## src/rtl/chunked_transfer_decoder_macros.svh

```systemverilog
// Assertion helpers for the chunked transfer decoder.
// Both expect clk and rst_n to be visible where they are used.
`ifndef CHUNKED_TRANSFER_DECODER_MACROS_SVH
`define CHUNKED_TRANSFER_DECODER_MACROS_SVH

// same-cycle implication
`define CTD_ASSERT_IMP(label, ante, cons) \
    label: assert property (@(posedge clk) disable iff (!rst_n) (ante) |-> (cons)) \
        else $error("ctd: same-cycle check failed");

// next-cycle implication
`define CTD_ASSERT_NXT(label, ante, cons) \
    label: assert property (@(posedge clk) disable iff (!rst_n) (ante) |=> (cons)) \
        else $error("ctd: next-cycle check failed");

`endif

```

## src/rtl/ctd_pkg.sv

```systemverilog
package ctd_pkg;

    localparam logic [7:0] CHAR_LF = 8'h0A;
    localparam logic [7:0] CHAR_CR = 8'h0D;
    localparam logic [7:0] CHAR_TAB = 8'h09;
    localparam logic [7:0] CHAR_VT = 8'h0B;
    localparam logic [7:0] CHAR_FF = 8'h0C;
    localparam logic [7:0] CHAR_SPACE = 8'h20;

    // what the current size line has held so far
    typedef enum logic [1:0] {
        KIND_EMPTY  = 2'd0,
        KIND_ONE_CR = 2'd1,
        KIND_OTHER  = 2'd2
    } line_kind_t;

    // where the size parser is within the hex number
    typedef enum logic [1:0] {
        PHASE_BLANKS = 2'd0,
        PHASE_DIGITS = 2'd1,
        PHASE_CLOSED = 2'd2
    } num_phase_t;

    function automatic logic is_blank(input logic [7:0] c);
        return (c == CHAR_SPACE) || (c == CHAR_TAB) || (c == CHAR_CR) ||
               (c == CHAR_VT) || (c == CHAR_FF);
    endfunction

    // {is_hex, value}
    function automatic logic [4:0] hex_digit(input logic [7:0] c);
        logic [4:0] r;
        r = 5'd0;
        if (c >= "0" && c <= "9")
            r = {1'b1, 4'(c - "0")};
        else if (c >= "a" && c <= "f")
            r = {1'b1, 4'(c - "a" + 8'd10)};
        else if (c >= "A" && c <= "F")
            r = {1'b1, 4'(c - "A" + 8'd10)};
        return r;
    endfunction

endpackage

```

## src/rtl/chunked_transfer_decoder.sv

```systemverilog
// channel | signals                                      | beat taken when
// --------+----------------------------------------------+---------------------------
// input   | in_valid, in_ready, in_byte, is_last         | in_valid && in_ready
// output  | out_valid, out_ready, payload_byte, has_byte, | out_valid && out_ready
//         | message_end                                  |
//
// One input beat per cycle while in_ready is high; the result is registered on the
// output register in the cycle after the beat is taken. Rate is set by the parser
// state update and the shift-add into the chunk count, both combinational.
// in_ready stays high while the output register is empty or being drained.
// Asynchronous reset puts the parser in size-line mode with a zero count.
`include "chunked_transfer_decoder_macros.svh"

module chunked_transfer_decoder
    import ctd_pkg::*;
#(
    parameter int COUNT_WIDTH = 32
) (
    input  logic       clk,
    input  logic       rst_n,
    input  logic       in_valid,
    output logic       in_ready,
    input  logic [7:0] in_byte,
    input  logic       is_last,
    output logic       out_valid,
    input  logic       out_ready,
    output logic [7:0] payload_byte,
    output logic       has_byte,
    output logic       message_end
);

    typedef enum logic [1:0] {
        MODE_SIZE = 2'd0,
        MODE_DATA = 2'd1,
        MODE_SKIP = 2'd2,
        MODE_DONE = 2'd3
    } mode_t;

    mode_t                  mode_reg, mode_next;
    line_kind_t             kind_reg, kind_next;
    num_phase_t             phase_reg, phase_next;
    logic                   seen_reg, seen_next;
    logic [COUNT_WIDTH-1:0] count_reg, count_next;

    logic       out_valid_reg;
    logic [7:0] byte_reg;
    logic       has_reg;
    logic       end_reg;

    logic       in_fire;
    logic       res_has;
    logic       res_valid;
    logic [4:0] hex;
    logic       count_sat;
    logic [COUNT_WIDTH-1:0] count_acc;

    assign in_ready = !out_valid_reg || out_ready;
    assign in_fire  = in_valid && in_ready;

    assign hex       = hex_digit(in_byte);
    assign count_sat = |count_reg[COUNT_WIDTH-1 -: 4];
    assign count_acc = count_sat ? {COUNT_WIDTH{1'b1}}
                                 : {count_reg[COUNT_WIDTH-5:0], hex[3:0]};

    always_comb
    begin
        mode_next  = mode_reg;
        kind_next  = kind_reg;
        phase_next = phase_reg;
        seen_next  = seen_reg;
        count_next = count_reg;
        res_has    = 1'b0;

        unique case (mode_reg)
            MODE_SIZE:
            begin
                if (in_byte == CHAR_LF)
                begin
                    if (kind_reg == KIND_OTHER)
                    begin
                        if (!seen_reg || count_reg == '0)
                            mode_next = MODE_DONE;
                        else
                        begin
                            mode_next  = MODE_DATA;
                            kind_next  = KIND_EMPTY;
                            phase_next = PHASE_BLANKS;
                            seen_next  = 1'b0;
                        end
                    end
                    else
                    begin
                        // empty or lone-CR line: skip it
                        kind_next  = KIND_EMPTY;
                        phase_next = PHASE_BLANKS;
                        seen_next  = 1'b0;
                        count_next = '0;
                    end
                end
                else
                begin
                    kind_next = (kind_reg == KIND_EMPTY && in_byte == CHAR_CR) ?
                                KIND_ONE_CR : KIND_OTHER;
                    case (phase_reg)
                        PHASE_BLANKS:
                        begin
                            if (!is_blank(in_byte))
                            begin
                                if (hex[4])
                                begin
                                    phase_next = PHASE_DIGITS;
                                    seen_next  = 1'b1;
                                    count_next = count_acc;
                                end
                                else
                                    phase_next = PHASE_CLOSED;
                            end
                        end
                        PHASE_DIGITS:
                        begin
                            if (hex[4])
                            begin
                                seen_next  = 1'b1;
                                count_next = count_acc;
                            end
                            else
                                phase_next = PHASE_CLOSED;
                        end
                        default: ;
                    endcase
                end
            end
            MODE_DATA:
            begin
                res_has    = 1'b1;
                count_next = count_reg - COUNT_WIDTH'(1);
                if (count_reg == COUNT_WIDTH'(1))
                    mode_next = MODE_SKIP;
            end
            MODE_SKIP:
            begin
                if (in_byte == CHAR_LF)
                begin
                    mode_next  = MODE_SIZE;
                    kind_next  = KIND_EMPTY;
                    phase_next = PHASE_BLANKS;
                    seen_next  = 1'b0;
                    count_next = '0;
                end
            end
            MODE_DONE: ;
            default: ;
        endcase

        // last beat of the message restarts the parser
        if (is_last)
        begin
            mode_next  = MODE_SIZE;
            kind_next  = KIND_EMPTY;
            phase_next = PHASE_BLANKS;
            seen_next  = 1'b0;
            count_next = '0;
        end
    end

    assign res_valid = res_has || is_last;

    always_ff @(posedge clk or negedge rst_n)
    begin
        if (!rst_n)
        begin
            mode_reg      <= MODE_SIZE;
            kind_reg      <= KIND_EMPTY;
            phase_reg     <= PHASE_BLANKS;
            seen_reg      <= 1'b0;
            count_reg     <= '0;
            out_valid_reg <= 1'b0;
            byte_reg      <= 8'd0;
            has_reg       <= 1'b0;
            end_reg       <= 1'b0;
        end
        else
        begin
            if (in_fire && res_valid)
                out_valid_reg <= 1'b1;
            else if (out_valid_reg && out_ready)
                out_valid_reg <= 1'b0;
            if (in_fire)
            begin
                mode_reg  <= mode_next;
                kind_reg  <= kind_next;
                phase_reg <= phase_next;
                seen_reg  <= seen_next;
                count_reg <= count_next;
                if (res_valid)
                begin
                    byte_reg <= res_has ? in_byte : 8'd0;
                    has_reg  <= res_has;
                    end_reg  <= is_last;
                end
            end
        end
    end

    assign out_valid    = out_valid_reg;
    assign payload_byte = byte_reg;
    assign has_byte     = has_reg;
    assign message_end  = end_reg;

    `CTD_ASSERT_NXT(a_data_gives_byte, in_fire && mode_reg == MODE_DATA, out_valid && has_byte)
    `CTD_ASSERT_NXT(a_last_restarts, in_fire && is_last,
        mode_reg == MODE_SIZE && count_reg == '0 && out_valid && message_end)
    `CTD_ASSERT_IMP(a_result_has_cause, out_valid && !has_byte, message_end)
    `CTD_ASSERT_IMP(a_data_count_live, mode_reg == MODE_DATA, count_reg != '0)
    `CTD_ASSERT_IMP(a_idle_byte_zero, out_valid && !has_byte, payload_byte == 8'd0)

endmodule
```

## config.mk

```make
export PLATFORM = sky130hd
export DESIGN_NAME = chunked_transfer_decoder
export DESIGN_NICKNAME = d
export VERILOG_FILES = /design/src/rtl/ctd_pkg.sv /design/src/rtl/chunked_transfer_decoder.sv
export VERILOG_INCLUDE_DIRS = /design/src /design/src/rtl
export SDC_FILE = /design/constraint.sdc
export NUM_CORES = 1
export LEC_CHECK = 0
export ABC_AREA = 1
export ABC_CLOCK_PERIOD_IN_PS = 2050
export BUFFER_PORTS_ARGS = -buffer_cell sky130_fd_sc_hd__buf_2
export CAP_MARGIN = 25
export CORE_ASPECT_RATIO = 0.8
export CORE_UTILIZATION = 59
export CTS_CLUSTER_DIAMETER = 80
export DETAILED_ROUTE_END_ITERATION = 10
export GPL_ROUTABILITY_DRIVEN = 0
export GPL_TIMING_DRIVEN = 0
export PLACE_DENSITY_LB_ADDON = 0.1
export SYNTH_ARGS = -nofsm -noshare
export SYNTH_HDL_FRONTEND = slang
export SYNTH_SLANG_ARGS = --single-unit
```

## constraint.sdc

```tcl
create_clock -name clk -period 2.05 [get_ports clk]
set_input_delay 0.3075 -clock clk [delete_from_list [all_inputs] [get_ports clk]]
set_output_delay 0.3075 -clock clk [all_outputs]
set_load 0.02 [all_outputs]
```

==> results of run 1 <==
[final cells by class]
class                           count  area, um^2
Buffer                             19         120
Clock buffer                        5        68.8
Clock inverter                      3        68.8
Fill cell                         602        2030
Inverter                           60         228
Multi-Input combinational cell    517        2490
Sequential cell                    50        1250
Tap cell                           84         105
Timing Repair Buffer               25         145
[worst min-delay path, delay by kind of cell]
family                 cells  cell delay [ns]
buffers and inverters      1             0.12
AND/OR/NAND/NOR            2             0.11
[report_power, final]
group          internal (uW)  total [uW]  switching (uW)
Clock                    489         850             360
Combinational           1260        3990            2730
Sequential              1350        1790             436
Total                   3100        6620            3530
[per-stage QoR]
step           hold slack [ns]  instances  worst slack, ns
2_1_floorplan           0.0119        646            0.355
3_3_place_gp             0.450        753           -0.119
3_5_place_dp             0.310        754           -0.150
4_1_cts                  0.259        763           0.0448
5_1_grt                  0.273        763         -0.00679
6_report                 0.262        763            0.109
[kinds of logic (layout without fill, tap and decap cells)]
group	count (synthesis)	count (layout)	share of synthesized area
AOI/OAI and AO/OA	103	103	0.136
DFF	50	50	0.310
adders and majority gates	11	11	0.0341
and+or+nand+nor	397	397	0.422
xor gates and xnor gates	6	6	0.0130
buffers and inverters	79	112	0.0844
[layer usage]
metal / vias to the layer above / track usage
li1: 2130 / -
met1: 2027 / 0.515
met2: 244 / 0.502
met3: 32 / 0.0572
met4: 0 / 0.0908
met5: - / 0
[path summary, 6_finish.rpt]
check / start / to / slack [ns] / cells past startpoint
worst max register to register: count_reg[0] / count_reg[28] / 0.11 / 11
worst min-delay path: in_byte[5] / payload_byte[5] / 0.26 / 3
worst max-delay path: count_reg[0] / count_reg[28] / 0.11 / 11
max in group asynchronous: rst_n / count_reg[17] / 1.00 / 3
min in group asynchronous: rst_n / payload_byte[4] / 0.50 / 2
worst min register to register: phase_reg[0] / phase_reg[0] / 0.48 / 2
[layout by cell type, fill, tap and decap left out]
cell	count
nand2_1	226
clkbuf_2	6
nand3_4	1
inv_1	54
or2_2	3
bufinv_16	2
nor2_8	2
buf_1	1
xor2_1	6
o21ai_0	56
nand4_1	9
clkinv_4	1
buf_2	26
nand2_4	1
inv_2	5
nor2_1	71
nor2_4	4
nand2_2	5
dlygate4sd3_1	1
nor3_1	8
clkbuf_8	5
nand3b_1	1
nand3_2	1
clkbuf_1	4
dfrtp_1	50
o21bai_1	7
a21oi_1	17
nor3_4	1
ha_1	10
nor2_2	14
a22oi_1	1
buf_6	5
inv_4	1
o211ai_1	1
o21ai_1	18
buf_12	1
ha_2	1
nand3_1	50
o21ai_2	3
[what timing repair did]
item | CTS | global route
setup endpoints to repair | 29 | 34
gates resized for setup | 5 | 24
endpoints found under the hold margin | 21 | 0
pin swaps | 0 | 2
hold buffers | 1 | 0
cloned | 0 | 0
==> flow_metrics.tcl, run 1 <==
set metrics [dict create \
    port_buffers 23 \
    critPathTopFamily "simple AND/OR/NAND/NOR gates" \
    first_global_vias 4015 \
    routed-wl-met3_um 1100 \
    netlist_area_um2 4030 \
    area_growth_pct 11.0 \
    m1WireLength_um 5370 \
    cts_root_buffer "clkbuf_8" \
    first_pass_iters 9 \
    grt_usage 0.342 \
    antenna_left 0 \
    ys.flop_type "dfrtp_1" \
    ios 25 \
    ir_drop_mv 0.822 \
    cts_buffers 5 \
    synth_nets 670 \
    finish.utilization 0.688 \
    viasPerCell 5.81 \
    cts_max_level 2 \
    largest_reg_flops 32 \
    die_x_um 94.4 \
    path_class "reg -> reg" \
    power.density_nw_per_um2 1480 \
    wl_per_cell_um 15.0 \
    max_stage_delay_ns 0.42 \
    synth_top_cells_by_count "nand2_1 (227), nor2_1 (84), o21ai_0 (56)" \
    slowest_stage "dfrtp_1" \
    finalPower_uw 6620 \
    hp-class "in -> reg" \
    num_vias 4433 \
    final_cell_area_um2 4480 \
    cp.buffers_inverters 1 \
    place_area_um2 4270 \
    synthCells 646 \
    hold_violations 0 \
    tns_ns 0 \
    start_util 0.620 \
    path_cells "inv_2 > ha_2 > nand2_1 > nor2_4 > nand2_1 > nor2_2 > nand3_1 > nand3_1 > nand2_1 > nand3_1 > nand2_1" \
    drt_iter0_markers 510 \
    synth-seq-cells 50 \
    finalNetCount 702 \
    async_reset_ff_frac 1.00 \
    report.final.slew_viol_count 0 \
    synth_edf_count 0 \
    status "finished, final reports clean" \
    synth.avg_cell_area_um2 6.24 \
    cp.arrival_ns 2.16 \
    drc 0 \
    top_layer "met4" \
    worst_path_most_repeated_cell "nand2_1" \
    synth-seq-area-share 0.310 \
    finalSetupViolCount 0 \
    clk_pin_slew_ns 0.11 \
    relSlewSlack 0.650 \
    leakagePower_uw 0.00231 \
    grt_pass1_wl_um 19400 \
    yosys_warnings 0 \
    worst-slew-pin-transition_ns 0.524 \
    yosys.area.top_type "dfrtp_1" \
    grt_overflow 0 \
    drt-total-wl_um 11500 \
    yosysUniqueCellTypes 32 \
    wl_met2_um 4800 \
    drive_above_1_share 0.130 \
    worstPathRequired_ns 2.27 \
    crit_fanout 6 \
    yosysMostFrequentCell "nand2_1" \
    place_hpwl_um 8500 \
    grt_max_degree 30 \
    fin_skew_ns 0.0156 \
    clk_latency_ns 0.31 \
    maxCapViolCount 0 \
    clkSinkCount 50 \
    clock_path_buffers 2 \
    rows 26 \
    n_antenna_cell 0 \
    core-area_um2 6510 \
    synth_area_leaders "dfrtp_1 (31%), nand2_1 (21%), nor2_1 (7.8%)" \
    fmax_mhz 515 \
    tritoncts "built" \
    fin_crit_sh 0.947 \
    netlist.area_leader.share 0.310 \
    die_y_um 75.9 \
    fin_crit_ns 1.94 \
    post-cts-setup-buffers 0 \
    cp-end-kind "flip-flop" \
    antenna_found_initial 0 \
    design.die.area_um2 7170 \
    setup.worst_path.start_class "flip-flop" \
]
Note: power is estimated with default switching activity, not from simulation.
==> inputs of run 2 (changes only) <==
--- a/config.mk
+++ b/config.mk
@@ -10,7 +10,8 @@
 export ABC_CLOCK_PERIOD_IN_PS = 2050
 export BUFFER_PORTS_ARGS = -buffer_cell sky130_fd_sc_hd__buf_2
 export CAP_MARGIN = 25
-export CORE_ASPECT_RATIO = 0.8
+export CORE_ASPECT_RATIO = 1.25
+export CORE_MARGIN = 1
 export CORE_UTILIZATION = 59
 export CTS_CLUSTER_DIAMETER = 80
 export DETAILED_ROUTE_END_ITERATION = 10
==> run 2 against run 1 <==
  * Cell area down 0.36%
  * Routed wire length increased by 0.81%
  * Count of clock-buffer cells in the layout is the same
  * Critical path type unchanged
  * Global-route usage shrank 0.13 points
  * Fmax grew 0.11%
  * Flip-flop and latch count did not move
  * Power shrank 2.4%
  * The run now ends with DRC, hold timing left
  * Register-to-register slack about the same
  * Sequential power about the same
  * Die area did not move
  * Worst hold slack got worse by 0.29 ns
==> flow_metrics.tcl, run 2 (synthesis gave the netlist of run 1 again) <==
set metrics [dict create \
    status "finished, violations left" \
    violations "DRC, hold timing" \
    rr_worst_depth 10 \
    place_hpwl_um 8500 \
    rows 33 \
    cp-startpoint "count_reg[1]" \
    clk_latency_ns 0.32 \
    worst_hold_slack_ns -0.0226 \
    cts_max_level 2 \
    die_y_um 94.4 \
    maxCapViolCount 0 \
    layout_commonest_cell "nand2_1" \
    drc 2 \
    power.density_nw_per_um2 1450 \
    design.die.area_um2 7170 \
    worstPathRequired_ns 2.27 \
    clock_path_buffers 2 \
    drt-total-wl_um 11600 \
    path_class "reg -> reg" \
    grt_overflow 0 \
    n_antenna_cell 0 \
    port_buffers 23 \
    antenna_found_initial 0 \
    r2r_slack_ns 0.11 \
    finalSetupViolCount 0 \
    drive_above_1_share 0.130 \
    fin_crit_sh 0.946 \
    grt_usage 0.341 \
    viasPerCell 5.79 \
    tns_ns 0 \
    tritoncts "built" \
    place_ws_ns -0.109 \
    ir_drop_mv 0.719 \
    grt_pass1_wl_um 19400 \
    place_inst 757 \
    hold_violations 24 \
    r2r_end "count_reg[25]" \
    cp-end-kind "flip-flop" \
    setup_ws_ns 0.111 \
    cts_root_buffer "clkbuf_8" \
    hp-class "in -> async" \
    cts_buffers 5 \
    antenna_left 0 \
    ios 25 \
    crit_fanout 6 \
    cp.arrival_ns 2.16 \
    report.final.slew_viol_count 0 \
    clkSinkCount 50 \
    fmax_mhz 516 \
    largest_reg_flops 32 \
    final_cell_mix "nand2_1 (225), nor2_1 (73), o21ai_0 (56), inv_1 (55), dfrtp_1 (50)" \
    first_pass_iters 9 \
    area_growth_pct 10.6 \
    die_x_um 75.9 \
    fin_crit_ns 1.94 \
    start_util 0.614 \
    relSlewSlack 0.603 \
    core-area_um2 6570 \
    setup.worst_path.start_class "flip-flop" \
    first_global_vias 4283 \
    timing.rr.start "count_reg[1]" \
    worst-slew-pin-transition_ns 0.596 \
    finalNetCount 702 \
    leakagePower_uw 0.00229 \
    grt_max_degree 27 \
    drt_iter0_markers 460 \
    fin_skew_ns 0.0112 \
    num_vias 4433 \
    clk_pin_slew_ns 0.11 \
    fin_cells 766 \
    wl_per_cell_um 15.1 \
]
==> run 2: worst max-delay path: stages, from the launching register on <==
cell and delay, ns:
dfrtp_1 0.41, inv_1 0.14, nand3_1 0.24, nor2_2 0.33, nand3_2 0.22, nor2_1 0.15, nand2_1 0.06, nand3_1 0.09
nand2_1 0.06, nand3_1 0.08, nand2_1 0.05
==> run 2: worst max-delay path by stage <==
stage / end / slack (ns) / cells after the start
2_1_floorplan: count_reg[28] / 0.36 / 11
3_3_place_gp: count_reg[8] / -0.1 / 9
3_5_place_dp: payload_byte[1] / -0.11 / 8
4_1_cts: count_reg[31] / 0.007 / 7
5_1_grt: phase_reg[1] / -0.004 / 11
6_report: count_reg[25] / 0.11 / 10
==> run 2: metal layers <==
metal  GRT usage  part of all wire  up-vias
met5           0                 0        -
met4       0.202             0.045        0
met3      0.0406             0.062       44
met2       0.616              0.50      213
met1       0.390              0.39     2046
li1            -                 -     2130
==> run 2: repair_timing <==
| item | CTS | global route |
|---|---|---|
| setup endpoints to repair | 30 | 42 |
| buffers inserted | 0 | 1 |
| hold buffers | 0 | 0 |
| pin swaps | 0 | 1 |
| resized for setup | 4 | 23 |
==> run 2: power breakdown <==
part           total, uW  switching (uW)  internal (uW)
Clock                739             375            364
Combinational       3930            2680           1250
Sequential          1790             441           1350
==> run 2: layout make-up <==
type                    count  area [um^2]
multi-input cells         517         2500
fillers                   617         2110
flip-flops and latches     50         1250
inverters                  60          228
repair buffers             25          143
plain buffers              19          119
well taps                  87          109
clock buffers               5         68.8
clock inverters             3         45.0
==> run 2: through the flow <==
stage                util  instance area, um^2  power [uW]  hold slack (ns)
floorplan               -                 4030        4480           0.0119
CTS                 0.670                 4400        6270         0.000291
finish              0.679                 4460        6470          -0.0226
global route        0.679                 4460        7010           0.0303
detailed placement  0.651                 4280        5500            0.345
global placement    0.648                 4260        5400            0.452
==> inputs of run 3 (changes only) <==
--- a/config.mk
+++ b/config.mk
@@ -7,7 +7,7 @@
 export NUM_CORES = 1
 export LEC_CHECK = 0
 export ABC_AREA = 1
-export ABC_CLOCK_PERIOD_IN_PS = 2050
+export ABC_CLOCK_PERIOD_IN_PS = 2250
 export BUFFER_PORTS_ARGS = -buffer_cell sky130_fd_sc_hd__buf_2
 export CAP_MARGIN = 25
 export CORE_ASPECT_RATIO = 1.25
==> constraint.sdc (replaced) <==
create_clock -name clk -period 2.25 [get_ports clk]
set_input_delay 0.3375 -clock clk [delete_from_list [all_inputs] [get_ports clk]]
set_output_delay 0.3375 -clock clk [all_outputs]
set_load 0.02 [all_outputs]
==> run 3 against run 2 <==
  * The run now ends clean
  * Final cell count is 0.13% lower
  * Critical path depth is 1 lower
  * Global-route usage hardly changed
  * Flip-flop and latch count stayed put
  * Non-clock buffer count is 1 lower
  * Routed wire length is 0.43% higher
  * Largest cell class unchanged
  * Highest routed layer unchanged
==> flow_metrics.tcl, run 3 (synthesis gave the netlist of run 1 again) <==
set metrics [dict create \
    status "finished, final reports clean" \
    max_stage_delay_ns 0.49 \
    grt_max_degree 27 \
    rsz0062_at_grt "false" \
    crit_fanout 10 \
    die_x_um 75.9 \
    fin_crit_sh 0.938 \
    hold_violations 0 \
    report.final.slew_viol_count 0 \
    start_util 0.614 \
    hp-class "in -> async" \
    drc 0 \
    rows 33 \
    ios 25 \
    leakagePower_uw 0.00228 \
    design.die.area_um2 7170 \
    path_cells "inv_1 > ha_1 > inv_1 > nor2_2 > inv_1 > clkbuf_1 > nand2_1 > nand3_1 > nand2_1" \
    num_vias 4448 \
    fmax_mhz 474 \
    area_growth_pct 9.21 \
    first_pass_iters 6 \
    postCtsHoldBufs 0 \
    drt-total-wl_um 11600 \
    maxCapViolCount 0 \
    fin_skew_ns 0.0119 \
    finalSetupViolCount 0 \
    tritoncts "built" \
    clk_pin_slew_ns 0.11 \
    worst_hold_slack_ns 0.00729 \
    setup.worst_path.start_class "flip-flop" \
    place_hpwl_um 8500 \
    relSlewSlack 0.596 \
    ir_drop_mv 0.654 \
    grt_pass1_wl_um 19500 \
    largest_reg_flops 32 \
    clk_latency_ns 0.32 \
    drt_iter0_markers 530 \
    slowest_stage "clkbuf_1" \
    cp-end-kind "flip-flop" \
    port_buffers 23 \
    wl_per_cell_um 15.2 \
    finalPower_uw 5820 \
    cp.arrival_ns 2.33 \
    die_y_um 94.4 \
    cts_max_level 2 \
    critPathTopFamily "buffers and inverters" \
    path_class "reg -> reg" \
    final_cell_mix "nand2_1 (227), nor2_1 (79), o21ai_0 (56), inv_1 (55)" \
    cts_resized 0 \
    cts_root_buffer "clkbuf_8" \
    finalNetCount 701 \
    antenna_left 0 \
    core-area_um2 6570 \
    clkSinkCount 50 \
    cts_buffers 5 \
    clock_path_buffers 2 \
    worst_path_most_repeated_cell "inv_1" \
    first_global_vias 4278 \
    tns_ns 0 \
    antenna_found_initial 0 \
    worstPathRequired_ns 2.47 \
    grt_usage 0.341 \
    grt_overflow 0 \
    viasPerCell 5.81 \
    power.density_nw_per_um2 1320 \
    layout_commonest_cell "nand2_1" \
    worst-slew-pin-transition_ns 0.605 \
    cp.buffers_inverters 4 \
    fin_crit_ns 2.11 \
    n_antenna_cell 0 \
    drive_above_1_share 0.106 \
    post-cts-setup-buffers 0 \
]
[run 3: changes by cell type in the layout (fill, tap and decap cells not counted), moves of 2 or more]
cell,before,now
nor2_1,73,79
clkbuf_2,5,1
nor2_2,12,8
clkbuf_1,5,8
nand2_1,225,227
nand2_2,6,4
nor2_4,4,2
[run 3: through the flow]
| stage | utilization | instance area (um^2) | cells | setup WS [ns] |
|---|---|---|---|---|
| floorplan | - | 4030 | 646 | 0.550 |
| global placement | 0.648 | 4260 | 756 | 0.104 |
| detailed placement | 0.651 | 4280 | 757 | 0.0907 |
| CTS | 0.669 | 4390 | 765 | 0.0722 |
| global route | 0.671 | 4400 | 765 | 0.0134 |
| finish | 0.671 | 4400 | 765 | 0.140 |
[run 3: layer usage]
layer  global-route usage  routed length, um  vias to the layer above
li1                     -                  -                     2130
met1                0.391               4630                     2079
met2                0.619               5830                      194
met3               0.0396                652                       45
met4                0.196                491                        0
met5                    0                  0                        -
[run 3: layout make-up]
class                   instances  area [um^2]
plain buffers                  19          114
clock buffers                   5         68.8
clock inverters                 3         45.0
fillers                       625         2160
inverters                      60          228
multi-input cells             517         2450
flip-flops and latches         50         1250
well taps                      87          109
repair buffers                 24          135
[run 3: final timing paths]
check	from	to	slack, ns	cells past startpoint
min	rst_n	out_valid	0.007	1
max	mode_reg[0]	count_reg[19]	0.14	9
max reg2reg	mode_reg[0]	count_reg[19]	0.14	9
min reg2reg	payload_byte[5]	payload_byte[5]	0.48	2
min in group clk	out_ready	out_valid	0.28	4
max in group asynchronous	rst_n	count_reg[24]	1.67	2
[run 3: power by group]
part	total, uW	switching, uW	leakage, uW	internal [uW]
logic	3510	2400	0.00158	1110
clock network	674	343	0.0000504	331
registers	1640	403	0.000651	1230
[run 3: worst reg2reg max path, stage by stage (launching register included)]
cell and delay, ns:
dfrtp_1 0.39, inv_1 0.07, ha_1 0.32, inv_1 0.19
nor2_2 0.13, inv_1 0.15, clkbuf_1 0.49, nand2_1 0.13
nand3_1 0.10, nand2_1 0.05
